<file path="src/hdl/mmts_pkg.sv">
package mmts_pkg;

  // array sizes and field widths
  localparam int MAX_MACHINES = 8;
  localparam int MAX_TASKS    = 16;
  localparam int TIME_BITS    = 16;
  localparam int MACH_W       = 3;
  localparam int TASK_W       = 4;
  localparam int FIN_W        = 24;
  localparam int MCNT_W       = 4;
  localparam int TCNT_W       = 5;
  localparam int ADDR_W       = MACH_W + TASK_W;
  localparam int MAT_DEPTH    = MAX_MACHINES * MAX_TASKS;

  localparam logic [FIN_W-1:0] FINISH_MAX = {FIN_W{1'b1}};

  // command kinds carried on in_tuser
  localparam logic CMD_LOAD = 1'b0;
  localparam logic CMD_RUN  = 1'b1;

  // configuration register indexes
  localparam logic CFG_MACHINE_COUNT = 1'b0;
  localparam logic CFG_TASK_COUNT    = 1'b1;

  typedef enum logic [1:0] {
    ST_IDLE,
    ST_SCAN,
    ST_WAIT,
    ST_EMIT
  } state_t;

endpackage

</file>
<file path="src/hdl/mmts_ram.sv">
module mmts_ram #(
  parameter int WIDTH = 16,
  parameter int DEPTH = 128
) (
  input  logic                     clk,
  input  logic                     we,
  input  logic [$clog2(DEPTH)-1:0] waddr,
  input  logic [WIDTH-1:0]         wdata,
  input  logic [$clog2(DEPTH)-1:0] raddr,
  output logic [WIDTH-1:0]         rdata
);

  logic [WIDTH-1:0] mem [DEPTH];

  // one write port, registered read port
  always_ff @(posedge clk) begin
    if (we) begin
      mem[waddr] <= wdata;
    end
    rdata <= mem[raddr];
  end

endmodule

</file>
<file path="src/hdl/max_min_task_scheduler_core.sv">
// Max-Min task scheduler. A load word (in_tuser low) writes one execution time into the
// 8 x 16 matrix. A run word (in_tuser high) schedules task_count tasks on machine_count
// machines; no input is taken until the run has finished. Each of the task_count steps
// walks every in-use matrix entry once through the single matrix read port, and a step
// waits while the result output is stalled. One result word comes out per step; out_tlast
// marks the final one. Counts are clamped to 1..8 machines and 1..16 tasks when a run
// starts, and completion times saturate at 2^24-1.
module max_min_task_scheduler_core (
  input  logic                        clk,
  input  logic                        rst_n,
  // configuration write port
  input  logic                        cfg_we,
  input  logic                        cfg_index,
  input  logic [mmts_pkg::TCNT_W-1:0] cfg_wdata,
  // input stream
  input  logic                        in_tvalid,
  output logic                        in_tready,
  input  logic [23:0]                 in_tdata,   // machine_index[2:0], task_index[6:3],
                                                  // exec_time[22:7], zero pad
  input  logic                        in_tuser,   // command
  // result stream
  output logic                        out_tvalid,
  input  logic                        out_tready,
  output logic [71:0]                 out_tdata,  // chosen_task[3:0], chosen_machine[6:4],
                                                  // task_exec_time[22:7], finish_time[46:23],
                                                  // makespan[70:47], zero pad
  output logic                        out_tlast
);
  import mmts_pkg::*;

  state_t state_r, state_nxt;

  // configuration
  logic [MCNT_W-1:0] machine_count_r;
  logic [TCNT_W-1:0] task_count_r;
  logic [MACH_W-1:0] nm_last_r;
  logic [TASK_W-1:0] nt_last_r;

  // scheduling state
  logic [FIN_W-1:0]  ready_r [MAX_MACHINES];
  logic [MAX_TASKS-1:0] done_r;
  logic [FIN_W-1:0]  makespan_r;
  logic [TASK_W-1:0] step_r;

  // read issue counters and the tag of the read in flight
  logic [MACH_W-1:0] mi_r;
  logic [TASK_W-1:0] tj_r;
  logic              tag_vld_r;
  logic [MACH_W-1:0] tag_i_r;
  logic [TASK_W-1:0] tag_j_r;

  // per-task minimum and overall best
  logic [FIN_W-1:0]     m_fin_r;
  logic [MACH_W-1:0]    m_pos_r;
  logic [TIME_BITS-1:0] m_ex_r;
  logic                 have_r;
  logic [FIN_W-1:0]     best_fin_r;
  logic [MACH_W-1:0]    best_mach_r;
  logic [TASK_W-1:0]    best_task_r;
  logic [TIME_BITS-1:0] best_ex_r;

  // output register
  logic              out_vld_r;
  logic [71:0]       out_data_r;
  logic              out_last_r;

  logic                 in_acc, run_acc, load_acc;
  logic                 issue, scan_end, emit_go, last_step;
  logic [ADDR_W-1:0]    raddr;
  logic [TIME_BITS-1:0] rdata;
  logic [FIN_W:0]       sum;
  logic [FIN_W-1:0]     f;
  logic                 take_f;
  logic [FIN_W-1:0]     cand_fin;
  logic [MACH_W-1:0]    cand_pos;
  logic [TIME_BITS-1:0] cand_ex;
  logic                 take_best;
  logic [FIN_W-1:0]     span_new;

  assign in_tready = (state_r == ST_IDLE);
  assign in_acc    = in_tvalid && in_tready;
  assign run_acc   = in_acc && (in_tuser == CMD_RUN);
  assign load_acc  = in_acc && (in_tuser == CMD_LOAD);

  assign issue     = (state_r == ST_SCAN);
  assign scan_end  = issue && (mi_r == nm_last_r) && (tj_r == nt_last_r);
  assign emit_go   = (state_r == ST_EMIT) && (!out_vld_r || out_tready);
  assign last_step = (step_r == nt_last_r);
  assign raddr     = {mi_r, tj_r};

  // execution-time matrix
  mmts_ram #(
    .WIDTH (TIME_BITS),
    .DEPTH (MAT_DEPTH)
  ) u_matrix (
    .clk   (clk),
    .we    (load_acc),
    .waddr ({in_tdata[2:0], in_tdata[6:3]}),
    .wdata (in_tdata[22:7]),
    .raddr (raddr),
    .rdata (rdata)
  );

  // shared saturating add and compare unit
  always_comb begin
    sum      = {1'b0, ready_r[tag_i_r]} + {{(FIN_W + 1 - TIME_BITS){1'b0}}, rdata};
    f        = sum[FIN_W] ? FINISH_MAX : sum[FIN_W-1:0];
    take_f   = (tag_i_r == '0) || (f < m_fin_r);
    cand_fin = take_f ? f : m_fin_r;
    cand_pos = take_f ? tag_i_r : m_pos_r;
    cand_ex  = take_f ? rdata : m_ex_r;
    take_best = tag_vld_r && (tag_i_r == nm_last_r) && !done_r[tag_j_r] &&
                (!have_r || (cand_fin > best_fin_r));
    span_new = (best_fin_r > makespan_r) ? best_fin_r : makespan_r;
  end

  // sequencer next state
  always_comb begin
    state_nxt = state_r;
    case (state_r)
      ST_IDLE: begin
        if (run_acc) begin
          state_nxt = ST_SCAN;
        end
      end
      ST_SCAN: begin
        if (scan_end) begin
          state_nxt = ST_WAIT;
        end
      end
      ST_WAIT: begin
        state_nxt = ST_EMIT;
      end
      ST_EMIT: begin
        if (emit_go) begin
          state_nxt = last_step ? ST_IDLE : ST_SCAN;
        end
      end
      default: begin
        state_nxt = ST_IDLE;
      end
    endcase
  end

  always_ff @(posedge clk) begin
    if (!rst_n) begin
      state_r <= ST_IDLE;
    end else begin
      state_r <= state_nxt;
    end
  end

  // configuration registers
  always_ff @(posedge clk) begin
    if (!rst_n) begin
      machine_count_r <= MCNT_W'(MAX_MACHINES);
      task_count_r    <= TCNT_W'(MAX_TASKS);
    end else if (cfg_we) begin
      case (cfg_index)
        CFG_MACHINE_COUNT: machine_count_r <= cfg_wdata[MCNT_W-1:0];
        CFG_TASK_COUNT:    task_count_r    <= cfg_wdata;
        default: ;
      endcase
    end
  end

  // run control, read issue and tag stage
  always_ff @(posedge clk) begin
    if (!rst_n) begin
      tag_vld_r  <= 1'b0;
      done_r     <= '0;
      makespan_r <= '0;
      have_r     <= 1'b0;
      step_r     <= '0;
      mi_r       <= '0;
      tj_r       <= '0;
      nm_last_r  <= MACH_W'(MAX_MACHINES - 1);
      nt_last_r  <= TASK_W'(MAX_TASKS - 1);
      for (int m = 0; m < MAX_MACHINES; m++) begin
        ready_r[m] <= '0;
      end
    end else begin
      tag_vld_r <= issue;
      tag_i_r   <= mi_r;
      tag_j_r   <= tj_r;

      // run start: clamp counts and clear run state
      if (run_acc) begin
        if (machine_count_r == '0) begin
          nm_last_r <= '0;
        end else if (machine_count_r > MCNT_W'(MAX_MACHINES)) begin
          nm_last_r <= MACH_W'(MAX_MACHINES - 1);
        end else begin
          nm_last_r <= MACH_W'(machine_count_r - 1'b1);
        end
        if (task_count_r == '0) begin
          nt_last_r <= '0;
        end else if (task_count_r > TCNT_W'(MAX_TASKS)) begin
          nt_last_r <= TASK_W'(MAX_TASKS - 1);
        end else begin
          nt_last_r <= TASK_W'(task_count_r - 1'b1);
        end
        done_r     <= '0;
        makespan_r <= '0;
        have_r     <= 1'b0;
        step_r     <= '0;
        mi_r       <= '0;
        tj_r       <= '0;
        for (int m = 0; m < MAX_MACHINES; m++) begin
          ready_r[m] <= '0;
        end
      end

      // walk machines inside tasks
      if (issue) begin
        if (mi_r == nm_last_r) begin
          mi_r <= '0;
          tj_r <= tj_r + 1'b1;
        end else begin
          mi_r <= mi_r + 1'b1;
        end
      end

      // per-task minimum over machines
      if (tag_vld_r) begin
        m_fin_r <= cand_fin;
        m_pos_r <= cand_pos;
        m_ex_r  <= cand_ex;
      end

      // largest minimum over tasks
      if (take_best) begin
        have_r      <= 1'b1;
        best_fin_r  <= cand_fin;
        best_mach_r <= cand_pos;
        best_task_r <= tag_j_r;
        best_ex_r   <= cand_ex;
      end

      // commit the chosen task and start the next step
      if (emit_go) begin
        ready_r[best_mach_r] <= best_fin_r;
        done_r[best_task_r]  <= 1'b1;
        makespan_r           <= span_new;
        step_r               <= step_r + 1'b1;
        have_r               <= 1'b0;
        mi_r                 <= '0;
        tj_r                 <= '0;
      end
    end
  end

  // result output register
  always_ff @(posedge clk) begin
    if (!rst_n) begin
      out_vld_r <= 1'b0;
    end else if (emit_go) begin
      out_vld_r <= 1'b1;
    end else if (out_tready) begin
      out_vld_r <= 1'b0;
    end
  end

  always_ff @(posedge clk) begin
    if (emit_go) begin
      out_data_r <= {1'b0, span_new, best_fin_r, best_ex_r, best_mach_r, best_task_r};
      out_last_r <= last_step;
    end
  end

  assign out_tvalid = out_vld_r;
  assign out_tdata  = out_data_r;
  assign out_tlast  = out_last_r;

  // a run start closes the input until the run is over
  a_run_blocks_input: assert property (@(posedge clk) disable iff (!rst_n)
    run_acc |=> !in_tready)
    else $error("input taken right after a run start");

  // reads are only in flight while scanning
  a_tag_in_scan: assert property (@(posedge clk) disable iff (!rst_n)
    tag_vld_r |-> (state_r == ST_SCAN || state_r == ST_WAIT))
    else $error("matrix read outside a scan");

  // running makespan never below the reported finish time
  a_span_covers_finish: assert property (@(posedge clk) disable iff (!rst_n)
    out_vld_r |-> (out_data_r[70:47] >= out_data_r[46:23]))
    else $error("makespan below finish time");

  // a result is only committed with a best candidate found
  a_emit_has_best: assert property (@(posedge clk) disable iff (!rst_n)
    emit_go |-> have_r)
    else $error("result committed without a candidate");

endmodule

</file>
<file path="config.mk">
export PLATFORM = sky130hd
export DESIGN_NAME = max_min_task_scheduler_core
export DESIGN_NICKNAME = d
export VERILOG_FILES = /design/src/hdl/mmts_pkg.sv /design/src/hdl/mmts_ram.sv /design/src/hdl/max_min_task_scheduler_core.sv
export SDC_FILE = /design/constraint.sdc
export NUM_CORES = 2
export LEC_CHECK = 0
export ABC_CLOCK_PERIOD_IN_PS = 11300
export BUFFER_PORTS_ARGS = -buffer_cell sky130_fd_sc_hd__buf_2
export CORE_UTILIZATION = 43
export CTS_CLUSTER_SIZE = 14
export DETAILED_ROUTE_END_ITERATION = 10
export PLACE_DENSITY = 0.56
export SETUP_SLACK_MARGIN = 0.1
export SYNTH_ARGS = -nofsm -noshare
export SYNTH_HDL_FRONTEND = slang
export SYNTH_SLANG_ARGS = --single-unit
</file>
<file path="constraint.sdc">
create_clock -name clk -period 11.3 [get_ports clk]
set_input_delay 1.695 -clock clk [delete_from_list [all_inputs] [get_ports clk]]
set_output_delay 1.695 -clock clk [all_outputs]
set_load 0.01 [all_outputs]
</file>
# == After elaboration in Yosys (flattened, before gate mapping) ==
# Memory sizes are Yosys's and may differ from the RTL's. A register that Yosys moved wholly into a read port is not among the register bits.
# Cells that the tools add are included.
# op_classes
n_addsub,6
n_lt_le_gt_ge,8
n_eq_ne,10
muxes,56
bitwise,12
reduce_logical,31
# ops
op,count
24-bit 2-to-1 mux,14
16-bit 2-to-1 mux,4
24-bit greater-than comparator,2
4-bit 2-to-1 mux,7
24-bit by 16-bit adder with 25-bit output,1
24-bit < comparator,1
3-bit 2-to-1 mux,8
24-bit OR reduction,1
1-bit 2-to-1 mux,17
16-bit bitwise OR,1
1-bit logical AND,10
"4-bit by 5-bit < comparator with 1-bit output, second input constant",2
"4-bit by 1-bit adder with 4-bit output, second input constant",2
4-bit equality test,2
1-bit bitwise OR,8
2-bit one-hot mux with 4 select lines,1
2-bit AND reduction,4
2-bit nonzero test,4
3-bit equality test,2
2-bit 2-to-1 mux,3
"5-bit greater-than comparator, second input constant",1
5-bit zero test,1
1-bit binary-select mux with 4-bit select,1
1-bit demux with 4-bit select,1
other kinds (17),25
# word_totals
regBits,241
ramBits,2240
inputBits,36
wordCells,149
mem_count,2
# memory_table
memory,words,word_bits,rd,rd_clocked_by_memory_dff,write_ports,line_no,source
u_matrix.mem,128,16,1,1,1,mmts_ram.sv:13,logic [WIDTH-1:0] mem [DEPTH];
ready_r,8,24,1,1,8,max_min_task_scheduler_core.sv:40,logic [FIN_W-1:0] ready_r [MAX_MACHINES];

# == Depth between registers and ports, before layout ==
# logic_depth
word_depth,9
depth_mapped,36

# == Cells and area by module ==
# From an unflattened synthesis, not the netlist that was laid out.
# hier_totals
hier_cells,4628
area_unflattened_um2,99384.1
# modules_own_cells
mod,instances,cells_each,area_each_um2
mmts_ram,1,3086,78522.8
max_min_task_scheduler_core,1,1542,20861.3

# == Worst setup path after synthesis ==
# Ideal clock, no wire load.
# synth_path
path_type,register to register
start,register (tool-made name)
end,"register best_ex_r[0], enable pin"
t_arrival_ns,9.550
path_slack_ns,1.298
path_stages_with_launch,36
path_cell_list,dfxtp_1 > clkbuf_1 > buf_1 > clkbuf_1 > mux4_2 > mux2_2 > ha_1 > clkbuf_1 > a21o_1 > a21o_1 > a221o_1 > a21oi_1 > o31ai_1 > buf_2 > nand2_1 > buf_2 > nand2_1 > ha_1 > a21o_1 > a21o_1 > a221o_1 > a221oi_1 > o211ai_1 > a31oi_2 > nor2_4 > buf_4 > mux2_1 > ha_1 > nor2b_1 > o21a_1 > o21ai_0 > a21oi_1 > o211ai_1 > a21boi_0 > o31ai_1 > nor2_1
# synth_rtl
element,line_no,source
"end signal, assigned",max_min_task_scheduler_core.sv:237,best_ex_r <= cand_ex;
"end, declared",max_min_task_scheduler_core.sv:60,logic [TIME_BITS-1:0] best_ex_r;

==> metrics.md <==
| Metric | Value |
|---|---|
| Synth top area cells | edfxtp_1 (73%), mux4_2 (16%), dfxtp_1 (1.8%) |
| Largest vdd supply drop | approximately 120 µV |
| Post-CTS Setup Inserts | 0 |
| Area grow syn2layout | 13.6% |
| R2r endpoint | best_ex_r[2] |
| Buffers on Ports | between 100 and 150 |
| LEAKAGE | between 30 and 40 nW |
| Crit Path Class | flop to flop |
| Clock H-tree levels | 5 |
| Main flop type after synthesis | edfxtp_1 |
| Yosys top cell area share | 0.731 |
| Vias in the first global route | 48400 |
| Hold path startpoint | done_r[13] |
| Ys Warns | 0 |
| Outcome | complete, no violations |
| WL met3 | about 16 mm |
| Total GRT Usage | 0.214 |
| Clk_skew | 0.0503 ns |
| Synthesized flop and latch total | 2500 |
| Asr flop ratio synth | 0 |
| Die area | 232000 µm² |
| Cell Area, Synth | between 90000 and 100000 µm² |
| Crit-path max cell delay | between 1 and 1.5 ns |
| Worst Path Arrival | 10.41 ns |
| WL met1 | 110 mm |
| CTS Hold Bufs | 0 |
| TritonCTS clock tree | yes |
| Largest net degree at the start of global routing | approximately 120 |
| Die extent in x | around 480 µm |
| Hold Fails Final Rpt | 0 |
| PnR Total Power | between 0.02 and 0.025 W |
| Fin area | about 110000 µm² |
| First-pass iteration count of the detailed router | 5 |
| Drt wl/cell | around 30 µm |
| Final Critical Period | between 9 and 10 ns |
| Via Count | around 48000 |
| Syn Inst Count | about 4600 |
| FMAX | 0.101 GHz |
| Clock sink total | 2500 |
| CP endpoint kind | flop |
| Max FO, Critical Path | 47 |
| Vias/cell | approximately 5.9 |
| Synthesized area per cell | between 20 and 25 µm² |
| DRT iter0 DRCs | approximately 4700 |
| Share of layout cells above drive strength 1 | 0.286 |
| First-pass GRT wire length | about 360 mm |
| DR top layer | met5 |
| Post-DRT Antenna Nets | 0 |
| Placed Area | a little over 100000 µm² |
| Cell accounting for the most synthesized area | edfxtp_1 |
| Register-to-Register Setup Slack | between 1 and 1.5 ns |
| Required time worst endpoint | 11.85 ns |
| Worst-Margin Slew | ~1.2 ns |
| Grt ovf | 0 |
| Worst R2R Path Depth | 31 |
| Post-DP HPWL | between 100 and 150 mm |
| Core area | approximately 230000 µm² |
| Clock Pin Slew Worst Setup and Hold Paths | ~0.060 ns |
| Clk buf depth | 4 |
| Period utilization | 0.872 |
| Hold path depth | 2 |
| Slew Viols, Final | 0 |
| Unrepaired setup endpoints after global routing | false |
| Hold EP | done_r[13] |
| Top Ports | ~110 |
| Total CTS buffers | between 200 and 300 |
| Sequential fraction of the synthesis area | 0.750 |
| Worst skew pair latency | 0.92 ns |
| Initial antenna violation count | 19 |
| Netlist cell types | 63 |
| Routed wire length | around 250 mm |
| Row cnt | ~180 |
| Initial Util | 0.434 |
| Net Count, Synth | roughly 4800 |
| GP Congestion | between 0.8 and 0.9 |
| Hold Path Class | flop to flop |
| Post-route setup TNS | 0 ns |
| Slowest cell on the critical path | dfxtp_2 |
| Max cap viols | 0 |
| CTS resizes | 0 |
| Slew margin rel. | 0.190 |
| Worst Setup Start Kind | flop |
| Root Buffer | clkbuf_16 |
| Met2 wire len | ~110 mm |
| Layout net count | a little over 5000 |
| Pwr dens | ~180 nW/µm² |
| Post-synth EDFFs | about 2400 |
| Drt drc | 0 |
| Die Ht | 482 µm |
| Endpoints failing setup | 0 |
-- cell type report --
| type | instances | area (µm²) |
|---|---|---|
| Sequential cell | 2500 | 74200 |
| Fill cell | 18400 | 116000 |
| Timing Repair Buffer | 309 | 2130 |
| Inverter | 89 | 335 |
| Tap cell | 3009 | 3760 |
| Clock inverter | 120 | 937 |
| Multi-Input combinational cell | 1784 | 23500 |
| Antenna cell | 2 | 5.00 |
| Clock buffer | 361 | 7550 |
-- cells in the mapped netlist (37+ instances only) --
cell type / number
inv_1: 63
nor3_1: 81
o21ai_0: 58
nand2_1: 96
mux2_2: 46
dfxtp_1: 91
mux4_2: 723
ha_1: 95
a21oi_1: 60
nor4_1: 100
edfxtp_1: 2409
mux2_1: 37
nor2_1: 189
buf_1: 53
clkbuf_1: 149
-- worst max-delay path, delay by kind of cell (launching register included) --
| kind | cells | cell delay, ns |
|---|---|---|
| buffers and inverters | 2 | 0.81 |
| DFF | 1 | 1.02 |
| AOI/OAI and AO/OA | 15 | 3.52 |
| muxes | 3 | 1.32 |
| and+or+nand+nor | 7 | 1.46 |
| adders and majority gates | 4 | 1.31 |
-- logic make-up (layout without fill, tap and decap cells) --
logic type / Yosys count / in the layout / synth area share
buf+inv: 345 / 879 / 0.0144
other cells: 1 / 3 / 0.0000379
simple gates: 600 / 600 / 0.0297
flops: 2500 / 2500 / 0.750
xor+xnor: 25 / 25 / 0.00221
fa+ha+maj: 96 / 96 / 0.0122
compound gates: 243 / 243 / 0.0162
mux: 819 / 819 / 0.175
-- metal layers --
| metal | track usage | up-vias |
|---|---|---|
| li1 | - | 20100 |
| met1 | 0.320 | 26000 |
| met2 | 0.325 | 1675 |
| met3 | 0.0362 | 387 |
| met4 | 0.0623 | 4 |
| met5 | 0 | - |
-- sequential cells by signal, summed over array words and instances, names as in the netlist, 5 cells and up, named ones only --
| name | flops |
|---|---|
| out_tdata | 71 |
| m_fin_r | 24 |
| best_fin_r | 24 |
| u_matrix.rdata | 16 |
| best_ex_r | 16 |
| makespan_r | 24 |
| task_count_r | 5 |
| u_matrix.mem | 2048 |
| done_r | 16 |
| ready_r | 192 |
| m_ex_r | 16 |
-- placed cells by master (no fill, tap or decap), types with 78 or more instances in the layout --
master / n
edfxtp_1: 2409
mux4_2: 723
clkbuf_16: 290
buf_4: 214
nor2_1: 178
nor4_1: 99
ha_1: 95
nand2_1: 94
buf_2: 92
dfxtp_1: 82
nor3_1: 81
clkinv_1: 78
-- metrics by stage --
step            util  instances  hold slack (ns)  setup slack (ns)
2_1_floorplan      -       4629            0.400              1.30
3_3_place_gp   0.456       7691            0.439              1.33
3_5_place_dp   0.456       7691            0.437              1.38
4_1_cts        0.493       8172            0.448              1.31
5_1_grt        0.493       8172            0.481             0.746
6_report       0.493       8174            0.447              1.45
-- report_power, final --
part	switching (W)	internal [W]	leakage [nW]
clock network	0.00354	0.00500	4.14
logic	0.000912	0.000521	7.86
registers	0.0000856	0.0104	22.7
total	0.00453	0.0159	34.7
-- how the worst max path moves through the flow --
stage,start,end
6_report,flop,best_ex_r[2]
5_1_grt,flop,best_ex_r[2]
4_1_cts,flop,best_ex_r[14]
3_5_place_dp,flop,best_ex_r[2]
3_3_place_gp,flop,best_ex_r[6]
2_1_floorplan,flop,best_ex_r[0]
Power figures use the tool's default switching activity.
